## src/hw/rtl/sset_pkg.sv

```systemverilog
package sset_pkg;

	localparam int KEY_W    = 32;
	localparam int STATUS_W = 3;
	localparam int COUNT_W  = 5;

	localparam logic OP_INSERT = 1'b0;
	localparam logic OP_DELETE = 1'b1;

	localparam logic [STATUS_W-1:0] ST_INSERTED  = 3'd0;
	localparam logic [STATUS_W-1:0] ST_DUPLICATE = 3'd1;
	localparam logic [STATUS_W-1:0] ST_FULL      = 3'd2;
	localparam logic [STATUS_W-1:0] ST_DELETED   = 3'd3;
	localparam logic [STATUS_W-1:0] ST_NOT_FOUND = 3'd4;

	// What a cell shows its neighbours
	typedef struct packed {
		logic                    valid;
		logic signed [KEY_W-1:0] key;
		logic                    lt;
	} nbr_t;

	// Broadcast to every cell of the row
	typedef struct packed {
		logic                    ins_en;
		logic                    del_en;
		logic signed [KEY_W-1:0] key;
	} cmd_t;

endpackage

```

## src/hw/rtl/sset_if.sv

```systemverilog
interface sset_req_if;
	logic                                  valid;
	logic                                  ready;
	logic                                  op;
	logic signed [sset_pkg::KEY_W-1:0]     key;

	modport source (output valid, output op, output key, input ready);
	modport sink   (input valid, input op, input key, output ready);
endinterface

interface sset_rsp_if;
	logic                                  valid;
	logic                                  ready;
	logic [sset_pkg::STATUS_W-1:0]         status;
	logic [sset_pkg::COUNT_W-1:0]          entry_count;

	modport source (output valid, output status, output entry_count, input ready);
	modport sink   (input valid, input status, input entry_count, output ready);
endinterface

```

## src/hw/rtl/sset_cell.sv

```systemverilog
module sset_cell (
	input  logic            clk,
	input  logic            arst_n,
	input  sset_pkg::cmd_t  cmd,
	input  sset_pkg::nbr_t  left,
	input  sset_pkg::nbr_t  right,
	output sset_pkg::nbr_t  self,
	output logic            eq
);

	logic                              valid_q;
	logic signed [sset_pkg::KEY_W-1:0] key_q;
	logic                              lt;

	assign lt = valid_q && ($signed(key_q) < $signed(cmd.key));
	assign eq = valid_q && (key_q == cmd.key);

	assign self.valid = valid_q;
	assign self.key   = key_q;
	assign self.lt    = lt;

	always_ff @(posedge clk or negedge arst_n) begin
		if (!arst_n) begin
			valid_q <= 1'b0;
		end else if (cmd.ins_en && !lt) begin
			valid_q <= left.lt ? 1'b1 : left.valid;
		end else if (cmd.del_en && !lt) begin
			valid_q <= right.valid;
		end
	end

	// Insert: the first cell not below the key takes it, the rest shift right.
	// Delete: every cell from the match onwards takes its right neighbour.
	always_ff @(posedge clk) begin
		if (cmd.ins_en && !lt) begin
			key_q <= left.lt ? cmd.key : left.key;
		end else if (cmd.del_en && !lt) begin
			key_q <= right.key;
		end
	end

endmodule

```

## src/hw/rtl/sorted_set_insert_delete.sv

```systemverilog
// A request transfer is first registered in the s1 registers, then its result in the rsp output registers.
// Throughput: one request per cycle unless an untaken result stalls rsp;
// every cell compares and shifts in the same cycle, so the next request
// sees the updated row at once. A delete on an empty set produces no result.
// Reset clears the valid flags, the key count and the handshake state;
// stored keys are left undefined.
module sorted_set_insert_delete #(
	parameter int CAPACITY = 16
) (
	input  logic              clk,
	input  logic              arst_n,
	sset_req_if.sink          req,
	sset_rsp_if.source        rsp
);

	localparam int CW = $clog2(CAPACITY + 1);

	logic                              pend_s1;
	logic                              op_s1;
	logic signed [sset_pkg::KEY_W-1:0] key_s1;

	logic [CW-1:0]                     count_q;
	logic                              rsp_valid_q;
	logic [sset_pkg::STATUS_W-1:0]     status_q;
	logic [sset_pkg::COUNT_W-1:0]      entry_count_q;

	sset_pkg::nbr_t                    nbr [CAPACITY];
	logic [CAPACITY-1:0]               eq;
	logic [CAPACITY-1:0]               cell_valid;
	sset_pkg::cmd_t                    cmd;

	logic                              out_free;
	logic                              fire;
	logic                              hit;
	logic                              full;
	logic                              empty;
	logic [CW-1:0]                     count_next;
	logic [sset_pkg::STATUS_W-1:0]     status_next;
	logic [CW+sset_pkg::COUNT_W-1:0]   count_ext;

	assign out_free  = !rsp_valid_q || rsp.ready;
	assign fire      = pend_s1 && out_free;
	assign req.ready = !pend_s1 || out_free;

	always_ff @(posedge clk or negedge arst_n) begin
		if (!arst_n) begin
			pend_s1 <= 1'b0;
		end else if (req.ready) begin
			pend_s1 <= req.valid;
		end
	end

	always_ff @(posedge clk) begin
		if (req.valid && req.ready) begin
			op_s1  <= req.op;
			key_s1 <= req.key;
		end
	end

	assign hit   = |eq;
	assign full  = cell_valid[CAPACITY-1];
	assign empty = !cell_valid[0];

	assign cmd.key    = key_s1;
	assign cmd.ins_en = fire && (op_s1 == sset_pkg::OP_INSERT) && !full && !hit;
	assign cmd.del_en = fire && (op_s1 == sset_pkg::OP_DELETE) && hit;

	for (genvar i = 0; i < CAPACITY; i++) begin : g_cell
		sset_pkg::nbr_t left_n;
		sset_pkg::nbr_t right_n;

		if (i == 0) begin : g_first
			// Sentinel below every key: cell 0 takes the key when nothing is smaller
			assign left_n = '{valid: 1'b0, key: '0, lt: 1'b1};
		end else begin : g_mid
			assign left_n = nbr[i-1];
		end

		if (i == CAPACITY - 1) begin : g_last
			assign right_n = '{valid: 1'b0, key: '0, lt: 1'b0};
		end else begin : g_inner
			assign right_n = nbr[i+1];
		end

		sset_cell u_cell (
			.clk    (clk),
			.arst_n (arst_n),
			.cmd    (cmd),
			.left   (left_n),
			.right  (right_n),
			.self   (nbr[i]),
			.eq     (eq[i])
		);

		assign cell_valid[i] = nbr[i].valid;
	end

	always_comb begin
		count_next  = count_q;
		status_next = sset_pkg::ST_NOT_FOUND;
		if (op_s1 == sset_pkg::OP_INSERT) begin
			priority if (full) begin
				status_next = sset_pkg::ST_FULL;
			end else if (hit) begin
				status_next = sset_pkg::ST_DUPLICATE;
			end else begin
				status_next = sset_pkg::ST_INSERTED;
				count_next  = count_q + CW'(1);
			end
		end else if (hit) begin
			status_next = sset_pkg::ST_DELETED;
			count_next  = count_q - CW'(1);
		end
	end

	assign count_ext = {{sset_pkg::COUNT_W{1'b0}}, count_next};

	always_ff @(posedge clk or negedge arst_n) begin
		if (!arst_n) begin
			count_q     <= '0;
			rsp_valid_q <= 1'b0;
		end else begin
			if (fire) begin
				count_q <= count_next;
			end
			// Drop the result of a delete on an empty set
			if (fire && !((op_s1 == sset_pkg::OP_DELETE) && empty)) begin
				rsp_valid_q <= 1'b1;
			end else if (rsp.ready) begin
				rsp_valid_q <= 1'b0;
			end
		end
	end

	always_ff @(posedge clk) begin
		if (fire) begin
			status_q      <= status_next;
			entry_count_q <= count_ext[sset_pkg::COUNT_W-1:0];
		end
	end

	assign rsp.valid       = rsp_valid_q;
	assign rsp.status      = status_q;
	assign rsp.entry_count = entry_count_q;

	a_count_matches_row: assert property (@(posedge clk) disable iff (!arst_n)
		$countones(cell_valid) == int'(count_q))
		else $error("valid cells disagree with key count");

	a_insert_grows: assert property (@(posedge clk) disable iff (!arst_n)
		cmd.ins_en |=> count_q == $past(count_q) + CW'(1))
		else $error("insert did not grow the count");

	a_full_refuses: assert property (@(posedge clk) disable iff (!arst_n)
		fire && (op_s1 == sset_pkg::OP_INSERT) && full
		|=> rsp_valid_q && (status_q == sset_pkg::ST_FULL) && $stable(count_q))
		else $error("insert into full set not refused");

	a_result_from_request: assert property (@(posedge clk) disable iff (!arst_n)
		$rose(rsp_valid_q) |-> $past(fire))
		else $error("result without a request");

	a_no_ins_and_del: assert property (@(posedge clk) disable iff (!arst_n)
		cmd.del_en |-> !cmd.ins_en && !empty)
		else $error("conflicting row commands");

endmodule
```

## src/flat_wrapper.sv

```systemverilog
// flat-port wrapper written by rule: the top's interface ports become plain ports
module sorted_set_insert_delete_flat 
#(
	parameter int CAPACITY = 16
)
  (clk, arst_n, req_valid, req_op, req_key, req_ready, rsp_valid, rsp_status, rsp_entry_count, rsp_ready);
  sset_req_if req_i ();
  sset_rsp_if rsp_i ();
  input  logic clk;
  input  logic arst_n;
  input wire logic [$bits(req_i.valid)-1:0] req_valid;
  input wire logic [$bits(req_i.op)-1:0] req_op;
  input wire logic [$bits(req_i.key)-1:0] req_key;
  output wire logic [$bits(req_i.ready)-1:0] req_ready;
  output wire logic [$bits(rsp_i.valid)-1:0] rsp_valid;
  output wire logic [$bits(rsp_i.status)-1:0] rsp_status;
  output wire logic [$bits(rsp_i.entry_count)-1:0] rsp_entry_count;
  input wire logic [$bits(rsp_i.ready)-1:0] rsp_ready;
  assign req_i.valid = req_valid;
  assign req_i.op = req_op;
  assign req_i.key = req_key;
  assign req_ready = req_i.ready;
  assign rsp_valid = rsp_i.valid;
  assign rsp_status = rsp_i.status;
  assign rsp_entry_count = rsp_i.entry_count;
  assign rsp_i.ready = rsp_ready;
  sorted_set_insert_delete #(.CAPACITY(CAPACITY)) u_core (.clk(clk), .arst_n(arst_n), .req(req_i), .rsp(rsp_i));
endmodule
```

## config.mk

```make
export PLATFORM = sky130hd
export DESIGN_NAME = sorted_set_insert_delete_flat
export DESIGN_NICKNAME = d
export VERILOG_FILES = /design/src/hw/rtl/sset_pkg.sv /design/src/hw/rtl/sset_if.sv /design/src/hw/rtl/sset_cell.sv /design/src/hw/rtl/sorted_set_insert_delete.sv /design/src/flat_wrapper.sv
export SDC_FILE = /design/constraint.sdc
export NUM_CORES = 2
export LEC_CHECK = 0
export BUFFER_PORTS_ARGS = -buffer_cell sky130_fd_sc_hd__clkbuf_2
export CORE_ASPECT_RATIO = 1.1
export CORE_MARGIN = 3
export CORE_UTILIZATION = 60
export CTS_BUF_LIST = sky130_fd_sc_hd__clkbuf_4 sky130_fd_sc_hd__clkbuf_8 sky130_fd_sc_hd__clkbuf_16
export DETAILED_ROUTE_END_ITERATION = 7
export PLACE_DENSITY = 0.83
export SYNTH_ARGS = -nofsm -noshare
export SYNTH_HDL_FRONTEND = slang
export SYNTH_SLANG_ARGS = --single-unit
```

## constraint.sdc

```tcl
create_clock -name clk -period 7.1 [get_ports clk]
set_clock_uncertainty 0.05 [all_clocks]
set_input_delay 1.42 -clock clk [delete_from_list [all_inputs] [get_ports clk]]
set_output_delay 1.42 -clock clk [all_outputs]
set_load 0.01 [all_outputs]
```

# Yosys cells after proc, flatten, opt, wreduce, memory -nomap -nowiden
# Cells that the tools add are included.
[classes]
addsub = 2
n_lt_le_gt_ge = 16
n_eq_ne = 16
muxes = 104
bitwise_logic = 1
reduce_logical = 115
[op_table]
columns = ["op", "count"]
rows = [
  ["2-to-1 mux 32 bit", 47],
  ["== test 32 bit", 16],
  ["less-than comparator 32 bit", 16],
  ["logical AND 1 bit", 73],
  ["2-to-1 mux 1 bit", 50],
  ["nonzero test 2 bit", 17],
  ["logical NOT 1 bit", 22],
  ["2-to-1 mux 5 bit", 4],
  ["OR reduction 16 bit", 1],
  ["2-to-1 mux 3 bit", 3],
  ["adder 5 x 1 -> 5 bit, second input constant", 1],
  ["subtractor 5 x 1 -> 5 bit, second input constant", 1],
  ["logical OR 1 bit", 2],
  ["inverter 1 bit", 1],
]
[word_totals]
ff_bits = 576
input_bits = 37
out_inout_bits = 10
word_cells = 293

# Longest topological paths before layout
[depth]
word_depth = 8
mapped_depth = 15
ltp_nobuf = 10

# Hierarchy
# A second synthesis with hierarchy kept.
[hier_totals]
cells_unflattened = 6093
area_unflattened_um2 = 53567.6
[by_module_without_submodules]
columns = ["mod", "n_inst", "cells_per_inst", "area_per_inst_um2", "seq_area_each_um2"]
rows = [
  ["sset_cell", 16, 374, 3234.4, 985.9],
  ["sorted_set_insert_delete", 1, 109, 1818.0, 1406.3],
]

# Worst setup path after synthesis
# OpenSTA, ideal clock, no wires.
[synth_path]
path_type = "register to register"
from = "reg u_core.key_s1[31] in the netlist's numbering"
to = "reg u_core.g_cell[8].u_cell.key_q[0] in the netlist's numbering, enable pin"
setup_ns = 0.461
arrival_ns = 5.724
t_required_ns = 6.589
setup_slack_ns = 0.865
path_stages_with_launch = 13
cell_sequence = "edfxtp_1 clkbuf_1 inv_1 ha_1 nand4_1 or4_1 or4_1 o2111ai_1 nor4_1 nor3_1 nor2_1 clkbuf_1 nor3_1"
[synth_between]
elab_chain_cells = 7
[synth_rtl]
columns = ["element", "line_no", "source"]
rows = [
  ["start, declared", "sorted_set_insert_delete.sv:20", "logic signed [sset_pkg::KEY_W-1:0] key_s1;"],
  ["start signal, assigned", "sorted_set_insert_delete.sv:56", "key_s1 <= req.key;"],
  ["parallel branches: the longest is 6 deep, another holds less-than comparator 32 bit", "n/a", ""],
  ["nonzero test 2 bit (no line) (*)", "n/a", ""],
  ["end signal, assigned", "sset_cell.sv:36", "key_q <= left.lt ? cmd.key : left.key;"],
  ["end signal, assigned", "sset_cell.sv:38", "key_q <= right.key;"],
  ["end, declared", "sset_cell.sv:12", "logic signed [sset_pkg::KEY_W-1:0] key_q;"],
]
# Every way passes the cells marked *.
# A chain may end at the register's enable or synchronous reset.

# Final worst setup path
[layout_path]
from = "reg u_core.key_s1[31] in the netlist's numbering"
to = "reg u_core.g_cell[1].u_cell.key_q[6] in the netlist's numbering, enable pin"
[layout_between]
elab_chain_cells = 7
[layout_rtl]
columns = ["element", "line_no"]
rows = [
  ["parallel branches: the longest is 6 deep, another holds less-than comparator 32 bit", "n/a"],
  ["nonzero test 2 bit (no line) (*)", "n/a"],
  ["end signal, assigned", "sset_cell.sv:36"],
  ["end signal, assigned", "sset_cell.sv:38"],
  ["end, declared", "sset_cell.sv:12"],
]
# Marked as above.

==> run summary <==
The flow ran to the end, and the final reports show no timing, DRC or antenna violations. The dominant cell type by area after synthesis is sky130_fd_sc_hd__edfxtp_1. The number of nets in the layout came out at 4544. The warning count from the yosys run is 0. The flop and latch count out of synthesis came out at 576. After detailed routing, the number of remaining DRC violations is 0.

The commonest cells after synthesis are sky130_fd_sc_hd__edfxtp_1 (553), sky130_fd_sc_hd__a21oi_1 (533), sky130_fd_sc_hd__ha_1 (514). The critical-path maximum fanout is 32. In the final layout, the share of cells above drive strength 1 is 0.111.

The sequential cell area fraction in the yosys report is 0.406. Ranked by total cell area, the synthesized netlist is headed by sky130_fd_sc_hd__edfxtp_1 (39%), sky130_fd_sc_hd__ha_1 (15%), sky130_fd_sc_hd__mux2i_1 (9.1%), sky130_fd_sc_hd__a21oi_1 (6.3%), sky130_fd_sc_hd__o21ai_0 (4.1%). The share of synthesized registers carrying an async set or reset came out at 0.0399. The detailed placement HPWL is 85900 microns. The total wirelength of the detailed-routed design came out at 117000 microns. STA classifies the critical path startpoint as a flop. The H-tree depth is 3. Post-CTS timing repair inserted 0 buffers for setup. The cell count after synthesis came out at 4088. By startpoint and endpoint, the worst setup path is classified as reg -> reg. The library cell with the highest instance count after synthesis is sky130_fd_sc_hd__edfxtp_1. Setup repair after global routing left no endpoint under its margin. The floorplan row count is 101.

The number of enable flip-flop cells after synthesis is 553. From synthesis to final layout, the design area changed by 7.44%. The final cycle utilization of the critical path is 0.914.

The total vias in the final route is 33900. The maximum ir drop on the vdd rail is 0.189 mV. The required time of the worst setup path is 7.34 ns.

The violation count after the first detailed-route iteration is 3940. The width of the die came out at 259 microns. The number of hold violations in the final report came to 0. The filler cells instantiated in the layout total 5183. The finished layout holds 4972 standard cells, fillers aside.

In this run the cell area measured after placement is 43300 sq um. From bottom edge to top edge, the die measures 284 microns. The CTS tree is built. The total of endpoints with negative setup slack in the final report is 0. The first-pass GRT wire length is 185000 microns. The placer's final routability congestion estimate came out at 0.973. The initial antenna violation count is 0. The worst-case hold slack is 0.463 ns. The maximum clock frequency is 154 MHz. The number of placed instances, taps included, is 4851. In the routed layout, each cell is associated on average with a via count of 6.82. The net count after synthesis is 4639. Counting distinct cell types in the post-synthesis netlist gives 76.

The core footprint came out at 69400 sq um. The clock-pin slew of the registers on the worst-case setup and hold paths is 0.06 ns. The worst setup margin came out at 0.609 ns. The count of nets left with antenna violations once routing finished came out at 0.

The remaining global-route overflow came out at 0. The tool flagged a number of max-cap violations equal to 0. The largest net degree at the start of global routing came out at 214. After routing the design area is 45400 sq um. The cell sitting at the root of the clock tree is a sky130_fd_sc_hd__clkbuf_16. 0 antenna diodes ended up in the layout. Data arrives at the worst endpoint at 6.74 ns. After layout, the design draws a total of 9.56 mW. The worst setup path is captured at a flop.

The initial core utilization is 0.609. The area of the die is 73700 sq um. The clock tree buffer depth is 3. The area fraction of the dominant cell type after synthesis is 0.393.

The average footprint of a synthesized cell came out at 10.3 sq um. The power density relative to cell area is 210 nW/um^2. The number of global-route vias before repair was 33400.

The worst pin sits at a relative slew slack of 0.204. The worst-margin pin slew came out at 1.19 ns. At the later pin of the worst-skew pair, clock insertion delay measures 0.62 ns. The number of slew-limit violations in the final report is 0. The final total negative setup slack is 0 ns.

The global-route usage over all layers is 0.314. The port buffer count is 46. The placement-stage worst setup slack came out at 0.943 ns. The shortest period the worst path allows is 6.49 ns. The number of CTS-inserted buffers is 67.

Across the whole layout, storage elements account for 17200 sq um. The core utilization of the finished layout is 0.655. The count of boundary I/O pins came out at 47. The area of the multi-input gates is 23800 sq um. In this run the worst hold path is classified as reg -> reg.

The average detailed-routed wire length per instance is 23.6 microns. The total leakage power came out at 19.1 nW. The number of sinks driven by the clock tree came out at 576. The number of hold buffers added after CTS came out at 0. After synthesis the cells add up to 42300 sq um. For this run, the leading register cell type out of synthesis is sky130_fd_sc_hd__edfxtp_1. The count of TritonRoute iterations in the first routing pass is 6. The number of gates resized after CTS came out at 0.
## flip-flops by register name, indices dropped and copies added, names as in the netlist
signal,flops
u_core.key_s1,32
u_core.rsp.status,3
u_core.op_s1,1
u_core.g_cell.u_cell.valid_q,16
u_core.rsp.valid,1
u_core.pend_s1,1
u_core.g_cell.u_cell.key_q,512
u_core.count_q,5
u_core.rsp.entry_count,5
## where the power goes
group	total, mW	internal, mW	switching [mW]
sequential	3.91	3.75	0.157
clock	3.45	2.00	1.45
combinational	2.20	0.856	1.35
## worst paths after layout
check	cells past startpoint	slack [ns]	end	startpoint
worst max-delay path	13	0.61	u_core.g_cell[1].u_cell.key_q[6]	u_core.key_s1[31]
worst min-delay path	1	0.46	u_core.count_q[4]	u_core.count_q[4]
worst max register to register	13	0.61	u_core.g_cell[1].u_cell.key_q[6]	u_core.key_s1[31]
worst min register to register	1	0.46	u_core.count_q[4]	u_core.count_q[4]
max in group asynchronous	1	5.62	u_core.g_cell[13].u_cell.valid_q	arst_n
min in group asynchronous	1	0.85	u_core.count_q[1]	arst_n
## layout by cell type (no fill, tap or decap), types with 106 or more instances in the layout
| cell type | synthesis | routed |
|---|---|---|
| sky130_fd_sc_hd__edfxtp_1 | 553 | 553 |
| sky130_fd_sc_hd__a21oi_1 | 533 | 533 |
| sky130_fd_sc_hd__ha_1 | 514 | 514 |
| sky130_fd_sc_hd__mux2i_1 | 383 | 381 |
| sky130_fd_sc_hd__o21ai_0 | 349 | 349 |
| sky130_fd_sc_hd__nand2_1 | 238 | 238 |
| sky130_fd_sc_hd__nor2_1 | 147 | 135 |
| sky130_fd_sc_hd__nand4_1 | 132 | 132 |
| sky130_fd_sc_hd__mux2_2 | 125 | 125 |
| sky130_fd_sc_hd__a31oi_1 | 106 | 106 |
## layer usage
layer / GRT usage / wire, microns / part of all wire / up-vias
met5: 0 / 0 / 0 / -
met4: 0.178 / 7150 / 0.061 / 0
met3: 0.0413 / 9850 / 0.084 / 387
met2: 0.502 / 53800 / 0.46 / 1865
met1: 0.411 / 46400 / 0.40 / 16100
li1: - / - / - / 15600
## logic make-up after synthesis
logic type | after synthesis | share of synthesized area
XOR/XNOR | 15 | 0.00311
multiplexers | 541 | 0.133
buffers and inverters | 364 | 0.0363
AND/OR/NAND/NOR | 810 | 0.0964
adder cells (fa/ha/maj) | 514 | 0.152
AO/OA/AOI/OAI | 1268 | 0.173
flip-flops | 576 | 0.406
## critical path, cell delays in order (launching register included)
cell and delay (ns):
sky130_fd_sc_hd__edfxtp_1 0.81, sky130_fd_sc_hd__inv_1 0.48, sky130_fd_sc_hd__ha_1 0.80, sky130_fd_sc_hd__nand4_1 0.29, sky130_fd_sc_hd__or4_1 0.23, sky130_fd_sc_hd__nand3b_1 0.26, sky130_fd_sc_hd__o2111ai_1 0.19, sky130_fd_sc_hd__nor4_2 1.00
sky130_fd_sc_hd__nor3_2 0.14, sky130_fd_sc_hd__buf_4 0.26, sky130_fd_sc_hd__nor2_2 0.89, sky130_fd_sc_hd__buf_4 0.37, sky130_fd_sc_hd__nor3_2 0.05, sky130_fd_sc_hd__buf_4 0.32
## layout make-up
class	instances	area share
Sequential cell	576	0.378
Tap cell	927	0.0255
Inverter	69	0.00570
Clock inverter	40	0.00782
Timing Repair Buffer	131	0.0194
Clock buffer	81	0.0396
Multi-Input combinational cell	3148	0.524
No activity file was read; power rests on OpenSTA's default activity.
